### config.mk
export PLATFORM = sky130hd
export DESIGN_NAME = firmware_update_state_machine
export DESIGN_NICKNAME = d
export VERILOG_FILES = /design/src/rtl/fwu_pkg.sv /design/src/rtl/fwu_core.sv /design/src/rtl/firmware_update_state_machine.sv
export SDC_FILE = /design/constraint.sdc
export NUM_CORES = 1
export LEC_CHECK = 0
export BUFFER_PORTS_ARGS = -buffer_cell sky130_fd_sc_hd__buf_2
export CAP_MARGIN = 20
export CORE_UTILIZATION = 50
export DETAILED_ROUTE_END_ITERATION = 10
export PLACE_DENSITY = 0.77
export SYNTH_ARGS = -nofsm -noshare
export SYNTH_HDL_FRONTEND = slang
export SYNTH_SLANG_ARGS = --single-unit
export TNS_END_PERCENT = 5
### constraint.sdc
create_clock -name clk -period 7.1 [get_ports clk]
set_clock_uncertainty 0.2 [all_clocks]
set_input_delay 1.42 -clock clk [delete_from_list [all_inputs] [get_ports clk]]
set_output_delay 1.42 -clock clk [all_outputs]
set_load 0.02 [all_outputs]
### src/rtl/fwu_pkg.sv
// ----------------------------------------------------------------------------
// Firmware update package
// Shared types, command/status/state codes for the firmware update block.
// ----------------------------------------------------------------------------
`default_nettype none

package fwu_pkg;

  // URI length limit in bytes
  localparam int unsigned URI_MAX_LEN = 255;

  // Command codes
  localparam logic [2:0] CMD_PKG_CHUNK  = 3'd0;
  localparam logic [2:0] CMD_URI_CHUNK  = 3'd1;
  localparam logic [2:0] CMD_EXECUTE    = 3'd2;
  localparam logic [2:0] CMD_DL_RESULT  = 3'd3;
  localparam logic [2:0] CMD_UPD_RESULT = 3'd4;

  // Status codes
  localparam logic [2:0] ST_OK          = 3'd0;
  localparam logic [2:0] ST_BAD_REQUEST = 3'd1;
  localparam logic [2:0] ST_NOT_ALLOWED = 3'd2;
  localparam logic [2:0] ST_INTERNAL    = 3'd3;
  localparam logic [2:0] ST_REJECTED    = 3'd4;

  // Update states
  localparam logic [1:0] FW_IDLE        = 2'd0;
  localparam logic [1:0] FW_DOWNLOADING = 2'd1;
  localparam logic [1:0] FW_DOWNLOADED  = 2'd2;
  localparam logic [1:0] FW_UPDATING    = 2'd3;

  // Handler result codes
  localparam logic [3:0] CODE_INITIAL = 4'd0;
  localparam logic [3:0] CODE_SUCCESS = 4'd1;
  localparam logic [3:0] CODE_FAILED  = 4'd8;

  // Delivery method codes
  localparam logic [1:0] DM_PULL = 2'd0;
  localparam logic [1:0] DM_PUSH = 2'd1;
  localparam logic [1:0] DM_BOTH = 2'd2;

  // Configuration register indexes (word address bit)
  localparam logic CFG_PUSH_EN = 1'b0;
  localparam logic CFG_PULL_EN = 1'b1;

  typedef struct packed {
    logic [2:0]  command;
    logic [31:0] chunk_offset;
    logic [15:0] chunk_size;
    logic [31:0] total_length;
    logic        first_byte_zero;
    logic [3:0]  start_status;
    logic [3:0]  data_status;
    logic [3:0]  finish_status;
  } fwu_item_t;

  typedef struct packed {
    logic [1:0]  fw_state;
    logic [3:0]  last_result;
    logic        start_done;
    logic [31:0] package_count;
    logic [7:0]  uri_count;
  } fwu_state_t;

  typedef struct packed {
    logic [2:0] status;
    logic [1:0] update_state;
    logic [3:0] result_code;
    logic       reset_pulse;
    logic [1:0] delivery_method;
  } fwu_result_t;

  typedef struct packed {
    logic push_enabled;
    logic pull_enabled;
  } fwu_cfg_t;

endpackage

`default_nettype wire

### src/rtl/fwu_core.sv
// ----------------------------------------------------------------------------
// Firmware update event logic
// Combinational next-state and result for one event against the current state.
// ----------------------------------------------------------------------------
`default_nettype none

module fwu_core (
  input  wire fwu_pkg::fwu_item_t   item,
  input  wire fwu_pkg::fwu_state_t  st,
  input  wire fwu_pkg::fwu_cfg_t    cfg,
  output fwu_pkg::fwu_state_t       st_nxt,
  output fwu_pkg::fwu_result_t      res
);

  logic [32:0] end_pos;     // offset + length, no wrap
  logic        end_is_total;
  logic        pkg_rst_req;
  logic        uri_rst_req;
  logic        uri_too_long;
  logic        pkg_in_order;
  logic        uri_in_order;
  logic [2:0]  status;
  logic        pulse;

  // Shared compares
  assign end_pos      = {1'b0, item.chunk_offset} + {17'b0, item.chunk_size};
  assign end_is_total = (end_pos == {1'b0, item.total_length});
  assign pkg_rst_req  = (item.total_length == 32'd1) && (item.chunk_offset == 32'd0)
                        && item.first_byte_zero;
  assign uri_rst_req  = (item.total_length == 32'd0) && (item.chunk_offset == 32'd0)
                        && (item.chunk_size == 16'd0);
  assign uri_too_long = (end_pos > 33'(fwu_pkg::URI_MAX_LEN))
                        || (item.total_length > 32'(fwu_pkg::URI_MAX_LEN));
  assign pkg_in_order = (st.package_count == item.chunk_offset);
  assign uri_in_order = ({24'b0, st.uri_count} == item.chunk_offset);

  // Event decode
  always_comb begin
    st_nxt = st;
    status = fwu_pkg::ST_OK;
    pulse  = 1'b0;
    unique case (item.command)
      fwu_pkg::CMD_PKG_CHUNK: begin
        priority if (!cfg.push_enabled) begin
          status = fwu_pkg::ST_BAD_REQUEST;
        end else if (st.fw_state == fwu_pkg::FW_UPDATING) begin
          status = fwu_pkg::ST_NOT_ALLOWED;
        end else if (pkg_rst_req) begin
          st_nxt.fw_state      = fwu_pkg::FW_IDLE;
          st_nxt.start_done    = 1'b0;
          st_nxt.package_count = '0;
          st_nxt.uri_count     = '0;
          pulse                = 1'b1;
        end else if (st.fw_state != fwu_pkg::FW_IDLE) begin
          status = fwu_pkg::ST_NOT_ALLOWED;
        end else if (!st.start_done && (item.start_status != fwu_pkg::CODE_SUCCESS)) begin
          st_nxt.last_result = item.start_status;
          status             = fwu_pkg::ST_INTERNAL;
        end else if (!pkg_in_order) begin
          // start handler ran even though the offset is off
          st_nxt.start_done = 1'b1;
          status            = fwu_pkg::ST_BAD_REQUEST;
        end else if ((item.data_status != fwu_pkg::CODE_SUCCESS)
                     || (end_is_total && (item.finish_status != fwu_pkg::CODE_SUCCESS))) begin
          st_nxt.last_result   = (item.data_status != fwu_pkg::CODE_SUCCESS)
                                 ? item.data_status : item.finish_status;
          st_nxt.fw_state      = fwu_pkg::FW_IDLE;
          st_nxt.start_done    = 1'b0;
          st_nxt.package_count = '0;
          st_nxt.uri_count     = '0;
          pulse                = 1'b1;
          status               = fwu_pkg::ST_INTERNAL;
        end else begin
          st_nxt.start_done    = 1'b1;
          st_nxt.package_count = st.package_count + {16'b0, item.chunk_size};
          if (end_is_total) begin
            st_nxt.fw_state = fwu_pkg::FW_DOWNLOADED;
          end
        end
      end
      fwu_pkg::CMD_URI_CHUNK: begin
        priority if (!cfg.pull_enabled) begin
          status = fwu_pkg::ST_BAD_REQUEST;
        end else if (st.fw_state == fwu_pkg::FW_UPDATING) begin
          status = fwu_pkg::ST_NOT_ALLOWED;
        end else if (uri_rst_req) begin
          st_nxt.fw_state      = fwu_pkg::FW_IDLE;
          st_nxt.start_done    = 1'b0;
          st_nxt.package_count = '0;
          st_nxt.uri_count     = '0;
          pulse                = 1'b1;
        end else if (st.fw_state != fwu_pkg::FW_IDLE) begin
          status = fwu_pkg::ST_NOT_ALLOWED;
        end else if (uri_too_long || !uri_in_order) begin
          status = fwu_pkg::ST_BAD_REQUEST;
        end else begin
          st_nxt.uri_count = st.uri_count + item.chunk_size[7:0];
          if (end_is_total) begin
            if (item.data_status != fwu_pkg::CODE_SUCCESS) begin
              st_nxt.last_result = item.data_status;
              status             = fwu_pkg::ST_BAD_REQUEST;
            end else begin
              st_nxt.fw_state = fwu_pkg::FW_DOWNLOADING;
            end
          end
        end
      end
      fwu_pkg::CMD_EXECUTE: begin
        priority if (st.fw_state != fwu_pkg::FW_DOWNLOADED) begin
          status = fwu_pkg::ST_NOT_ALLOWED;
        end else if (item.start_status != fwu_pkg::CODE_SUCCESS) begin
          st_nxt.last_result = fwu_pkg::CODE_FAILED;
          st_nxt.fw_state    = fwu_pkg::FW_IDLE;
          status             = fwu_pkg::ST_INTERNAL;
        end else begin
          st_nxt.fw_state = fwu_pkg::FW_UPDATING;
        end
      end
      fwu_pkg::CMD_DL_RESULT: begin
        priority if (st.fw_state != fwu_pkg::FW_DOWNLOADING) begin
          status = fwu_pkg::ST_REJECTED;
        end else if (item.data_status != fwu_pkg::CODE_SUCCESS) begin
          st_nxt.last_result   = item.data_status;
          st_nxt.fw_state      = fwu_pkg::FW_IDLE;
          st_nxt.start_done    = 1'b0;
          st_nxt.package_count = '0;
          st_nxt.uri_count     = '0;
          pulse                = 1'b1;
        end else begin
          st_nxt.fw_state = fwu_pkg::FW_DOWNLOADED;
        end
      end
      fwu_pkg::CMD_UPD_RESULT: begin
        st_nxt.last_result   = item.data_status;
        st_nxt.fw_state      = fwu_pkg::FW_IDLE;
        st_nxt.start_done    = 1'b0;
        st_nxt.package_count = '0;
      end
      default: begin
        status = fwu_pkg::ST_NOT_ALLOWED;
      end
    endcase
  end

  // Result beat
  always_comb begin
    res.status       = status;
    res.update_state = st_nxt.fw_state;
    res.result_code  = st_nxt.last_result;
    res.reset_pulse  = pulse;
    priority if (cfg.push_enabled && cfg.pull_enabled) begin
      res.delivery_method = fwu_pkg::DM_BOTH;
    end else if (cfg.push_enabled) begin
      res.delivery_method = fwu_pkg::DM_PUSH;
    end else begin
      res.delivery_method = fwu_pkg::DM_PULL;
    end
  end

endmodule

`default_nettype wire

### src/rtl/firmware_update_state_machine.sv
// ----------------------------------------------------------------------------
// Firmware update state machine
// Tracks the firmware update object state across chunk writes, execute and
// result reports; one result beat per event.
//
//   Channel  Direction  Handshake          Payload
//   in_      input      in_valid/in_stall  command, offsets, lengths, codes
//   out_     output     out_valid/out_stall status, state, result, pulse, method
//   cfg      APB        psel/penable       push/pull enable at 0x0 / 0x4
//
// An event goes into an input register, is decoded combinationally and lands
// in the result register; one event per cycle is sustained while out_stall is
// low, set by the single decode stage that updates the state registers.
// rst_n (synchronous) returns to idle with both enables set and no beats held.
// out_stall holds the result register; in_stall rises only once the input
// register also holds an event that cannot move on.
// ----------------------------------------------------------------------------
`default_nettype none

module firmware_update_state_machine (
  input  wire         clk,
  input  wire         rst_n,
  // event channel
  input  wire         in_valid,
  output logic        in_stall,
  input  wire  [2:0]  in_command,
  input  wire  [31:0] in_chunk_offset,
  input  wire  [15:0] in_chunk_size,
  input  wire  [31:0] in_total_length,
  input  wire         in_first_byte_zero,
  input  wire  [3:0]  in_start_status,
  input  wire  [3:0]  in_data_status,
  input  wire  [3:0]  in_finish_status,
  // result channel
  output logic        out_valid,
  input  wire         out_stall,
  output logic [2:0]  out_status,
  output logic [1:0]  out_update_state,
  output logic [3:0]  out_result_code,
  output logic        out_reset_pulse,
  output logic [1:0]  out_delivery_method,
  // configuration port
  input  wire         psel,
  input  wire         penable,
  input  wire         pwrite,
  input  wire  [2:0]  paddr,
  input  wire  [31:0] pwdata,
  output logic [31:0] prdata,
  output logic        pready
);

  fwu_pkg::fwu_item_t   item_r;
  logic                 item_vld_r;
  fwu_pkg::fwu_state_t  st_r;
  fwu_pkg::fwu_state_t  st_nxt;
  fwu_pkg::fwu_result_t res_nxt;
  fwu_pkg::fwu_result_t res_r;
  logic                 res_vld_r;
  fwu_pkg::fwu_cfg_t    cfg_r;
  logic                 adv;
  logic                 in_take;
  logic                 cfg_wr;

  // Pipeline movement
  assign adv      = !res_vld_r || !out_stall;
  assign in_stall = item_vld_r && !adv;
  assign in_take  = in_valid && !in_stall;

  // Input register
  always_ff @(posedge clk) begin
    if (!rst_n) begin
      item_vld_r <= 1'b0;
    end else if (!in_stall) begin
      item_vld_r <= in_valid;
    end
    if (in_take) begin
      item_r.command         <= in_command;
      item_r.chunk_offset    <= in_chunk_offset;
      item_r.chunk_size      <= in_chunk_size;
      item_r.total_length    <= in_total_length;
      item_r.first_byte_zero <= in_first_byte_zero;
      item_r.start_status    <= in_start_status;
      item_r.data_status     <= in_data_status;
      item_r.finish_status   <= in_finish_status;
    end
  end

  fwu_core u_core (
    .item   (item_r),
    .st     (st_r),
    .cfg    (cfg_r),
    .st_nxt (st_nxt),
    .res    (res_nxt)
  );

  // State and result registers
  always_ff @(posedge clk) begin
    if (!rst_n) begin
      st_r.fw_state      <= fwu_pkg::FW_IDLE;
      st_r.last_result   <= fwu_pkg::CODE_INITIAL;
      st_r.start_done    <= 1'b0;
      st_r.package_count <= '0;
      st_r.uri_count     <= '0;
      res_vld_r          <= 1'b0;
    end else if (adv) begin
      res_vld_r <= item_vld_r;
      if (item_vld_r) begin
        st_r <= st_nxt;
      end
    end
    if (adv && item_vld_r) begin
      res_r <= res_nxt;
    end
  end

  assign out_valid           = res_vld_r;
  assign out_status          = res_r.status;
  assign out_update_state    = res_r.update_state;
  assign out_result_code     = res_r.result_code;
  assign out_reset_pulse     = res_r.reset_pulse;
  assign out_delivery_method = res_r.delivery_method;

  // Configuration registers; word address picks the register
  assign cfg_wr = psel && penable && pwrite;
  assign pready = 1'b1;

  always_ff @(posedge clk) begin
    if (!rst_n) begin
      cfg_r.push_enabled <= 1'b1;
      cfg_r.pull_enabled <= 1'b1;
    end else if (cfg_wr) begin
      unique case (paddr[2])
        fwu_pkg::CFG_PUSH_EN: cfg_r.push_enabled <= pwdata[0];
        fwu_pkg::CFG_PULL_EN: cfg_r.pull_enabled <= pwdata[0];
        default: ;
      endcase
    end
  end

  always_comb begin
    unique case (paddr[2])
      fwu_pkg::CFG_PUSH_EN: prdata = {31'b0, cfg_r.push_enabled};
      fwu_pkg::CFG_PULL_EN: prdata = {31'b0, cfg_r.pull_enabled};
      default:              prdata = '0;
    endcase
  end

  // low address bits and pwdata above bit 0 carry nothing for these registers
  logic unused_ok;
  assign unused_ok = &{1'b0, paddr[1:0], pwdata[31:1]};

endmodule

`default_nettype wire

==> insert_results.sql <==
INSERT INTO impl_metrics (metric_group, metric, value, unit) VALUES
('timing', 'final_count_of_hold_timing_violations', '0', ''),
('clock_network', 'cts-hold-fix-buffers', '0', ''),
('clock_network', 'htree_levels', '4', ''),
('worst_setup_path', 'critical_path_depth', '15', ''),
('drt', 'drt.antenna.violating_nets', '0', ''),
('timing', 'grt_setup_unrepaired', 'false', ''),
('run_status', 'run_status', 'completed', ''),
('clock_network', 'cts.root.buffer_cell', 'sky130_fd_sc_hd__clkbuf_16', ''),
('final_layout', 'final_net_count', '1360', ''),
('global_routing', 'grt_start_max_net_pins', '72', ''),
('drt', 'drc', '0', ''),
('synthesis', 'synth_top_cells_by_area', 'sky130_fd_sc_hd__edfxtp_1, sky130_fd_sc_hd__dfxtp_1, sky130_fd_sc_hd__xor2_1', ''),
('timing', 'setup_viol', '0', ''),
('synthesis', 'mappedNetlistArea', '0.0103', 'mm^2'),
('placement', 'dpl-instance-area', '0.0110', 'mm^2'),
('clock_network', 'maximum_number_of_buffers_from_clock_root_to_sink', '2', ''),
('final_layout', 'drive_above_1_share', '0.157', ''),
('synthesis', 'number_of_synthesized_flops_with_an_enable_pin', '108', ''),
('power_and_ir_drop', 'p_leak', '4.54', 'nW'),
('hold_path', 'cells_on_worst_hold_path', '2', ''),
('worst_setup_path', 'critPathRequiredTime', '7.08', 'ns'),
('timing', 'achievable-frequency', '0.179', 'GHz'),
('clock_network', 'cts-buffers-inserted', '17', ''),
('clock_network', 'worst_skew_pair.late_latency', '0.44', 'ns'),
('global_routing', 'grt_usage', '0.262', ''),
('power_and_ir_drop', 'p_sw', '0.684', 'mW'),
('worst_setup_path', 'critical_path.endpoint_type', 'flip-flop', ''),
('global_routing', 'grt_antenna_before_repair', '0', ''),
('drt', 'dr_total_vias', '9058', ''),
('global_routing', 'grt_remaining_overflow', '0', ''),
('worst_setup_path', 'crit_path_max_fanout', '7', ''),
('drt', 'routed_via_density', '6.19', ''),
('final_layout', 'stdcell_area', '0.0116', 'mm^2'),
('die', 'pin_count', '185', ''),
('drt', 'wire_per_inst', '18.9', 'um'),
('clock_network', 'number_of_gates_resized_after_cts', '0', ''),
('timing', 'layout_worst_path_cycle_share', '0.787', ''),
('die', 'die_boundary_width', '146', 'um'),
('drt', 'detail_route.wirelength', '27.6', 'mm'),
('timing', 'period_minus_slack', '5.59', 'ns'),
('synthesis', 'syn_inst', '1079', ''),
('timing', 'report.final.slew_viol_count', '0', ''),
('power_and_ir_drop', 'vdd_ir_drop_max', '128', 'uV'),
('clock_network', 'cts_post_setup_buffers_inserted', '0', ''),
('die', 'initial_utilization', '0.510', ''),
('power_and_ir_drop', 'seqPwrFrac', '0.465', ''),
('power_and_ir_drop', 'power.clock.fraction', '0.384', ''),
('power_and_ir_drop', 'internal-power', '1.67', 'mW'),
('worst_setup_path', 'worst-endpoint-arrival', '5.57', 'ns'),
('power_and_ir_drop', 'comb_power_share', '0.151', ''),
('final_layout', 'fillerInstances', '1747', ''),
('global_routing', 'first_global_vias', '8225', ''),
('power_and_ir_drop', 'sw_frac_of_total', '0.290', ''),
('placement', 'dp_hpwl', '20.1', 'mm'),
('worst_setup_path', 'timing.setup.critical_path_class', 'reg2reg', ''),
('worst_setup_path', 'reg2regPathDepth', '15', ''),
('synthesis', 'yosys_warnings', '0', ''),
('timing', 'fin_tns_setup', '0', 'ns'),
('synthesis', 'synth_top_cell_area_share', '0.314', ''),
('die', 'floorplan.die.height', '146', 'um'),
('synthesis', 'synth_seq_area_share', '0.413', ''),
('worst_setup_path', 'setup.worst_path.start_class', 'flip-flop', ''),
('drt', 'drtIter0Drc', '1028', ''),
('hold_path', 'worst_hold_path_type', 'reg2reg', ''),
('synthesis', 'synthDominantAreaCellType', 'sky130_fd_sc_hd__edfxtp_1', ''),
('worst_setup_path', 'critical_path_buf_inv_count', '1', ''),
('timing', 'worst-slew-pin-transition', '1.07', 'ns'),
('clock_network', 'clock_sink_count', '159', ''),
('final_layout', 'antenna-diode-count', '0', ''),
('worst_setup_path', 'slowest_delay', '0.79', 'ns'),
('worst_setup_path', 'critical-path-slowest-cell', 'sky130_fd_sc_hd__nor4_1', '');
[cells by family after synthesis]
| logic type | synth area share |
|---|---|
| AO/OA/AOI/OAI | 0.184 |
| XOR/XNOR | 0.0962 |
| adder cells (fa/ha/maj) | 0.0551 |
| buffers and inverters | 0.0481 |
| flip-flops | 0.413 |
| multiplexers | 0.0139 |
| other | 0.000727 |
| AND/OR/NAND/NOR | 0.189 |
[per-stage QoR]
stage / hold slack [ns] / power, mW / setup WS [ns] / cells / utilization
floorplan: 0.250 / 1.36 / 0.408 / 1109 / -
global placement: 0.266 / 1.45 / 1.89 / 1430 / 0.545
detailed placement: 0.286 / 1.46 / 1.79 / 1430 / 0.545
CTS: 0.299 / 2.36 / 1.63 / 1462 / 0.573
global route: 0.325 / 2.44 / 1.25 / 1463 / 0.573
finish: 0.292 / 2.36 / 1.51 / 1463 / 0.573
[per-layer routing]
| layer | vias to the layer above | part of all wire | global-route usage |
|---|---|---|---|
| met5 | - | 0 | 0 |
| met4 | 0 | 0.027 | 0.105 |
| met1 | 4257 | 0.45 | 0.376 |
| li1 | 4244 | - | - |
| met2 | 497 | 0.45 | 0.401 |
| met3 | 60 | 0.071 | 0.0332 |
[cell type report]
type,count,area [um^2],area share
repair buffers,126,646,0.0556
multi-input cells,854,5700,0.491
well taps,270,338,0.0291
clock inverters,15,149,0.0128
clock buffers,17,425,0.0367
inverters,22,82.6,0.00712
flip-flops and latches,159,4260,0.367
[worst reg2reg max path: cells and delay by family (launching register included)]
family,cells,cell delay [ns]
AOI/OAI and AO/OA,7,2.07
adders and majority gates,2,0.69
buffers and inverters,1,0.07
DFF,1,0.52
and+or+nand+nor,5,1.77
[final timing paths]
kind	startpoint	to	slack (ns)
worst max register to register	item_r[61]	out_result_code[0]	1.51
worst min-delay path	item_vld_r	out_valid	0.29
worst max-delay path	item_r[61]	out_result_code[0]	1.51
worst min register to register	item_vld_r	out_valid	0.29
[flip-flops by register name, indices dropped and copies added (netlist names)]
register,cells
item_r,96
st_r,47
out_result_code,4
out_status,3
cfg_r,2
out_delivery_method,2
out_update_state,2
item_vld_r,1
out_reset_pulse,1
out_valid,1
[cell usage in the layout, fill, tap and decap left out, drive strengths merged, types with 9 or more instances in the layout]
cell type	n
a22oi	17
a21o	20
o21a	14
xor2	58
inv	28
nand3	36
a311oi	9
nor4	37
nand2	90
and3	19
nand4	24
mux2i	11
dfxtp	51
ha	39
nor2	96
a21oi	71
buf	126
o21ai	36
conb	32
clkbuf	17
xnor2	45
nor3	23
a31oi	19
edfxtp	108
nor2b	9
[cell usage after synthesis, drive strengths merged (5+ instances only)]
cell	instances
a2111oi	5
a211o	6
a211oi	6
a21o	20
a21oi	71
a221oi	6
a22oi	17
a311oi	9
a31oi	19
and2	7
and3	19
buf	45
clkbuf	29
dfxtp	51
edfxtp	108
ha	39
inv	19
mux2i	11
nand2	90
nand3	36
nand4	24
nor2	96
nor2b	9
nor3	23
nor4	37
o2111ai	7
o211ai	7
o21a	14
o21ai	36
o41ai	5
or2	6
or3	7
xnor2	45
xor2	58
[power by group through the flow]
stage / Sequential (mW) / Clock (mW) / Combinational, mW
finish: 1.09 / 0.904 / 0.357
CTS: 1.09 / 0.916 / 0.351
detailed placement: 1.11 / 0 / 0.348
global route: 1.10 / 0.956 / 0.390
floorplan: 1.09 / 0 / 0.275
global placement: 1.11 / 0 / 0.343
Note: power is estimated with default switching activity, not from simulation.
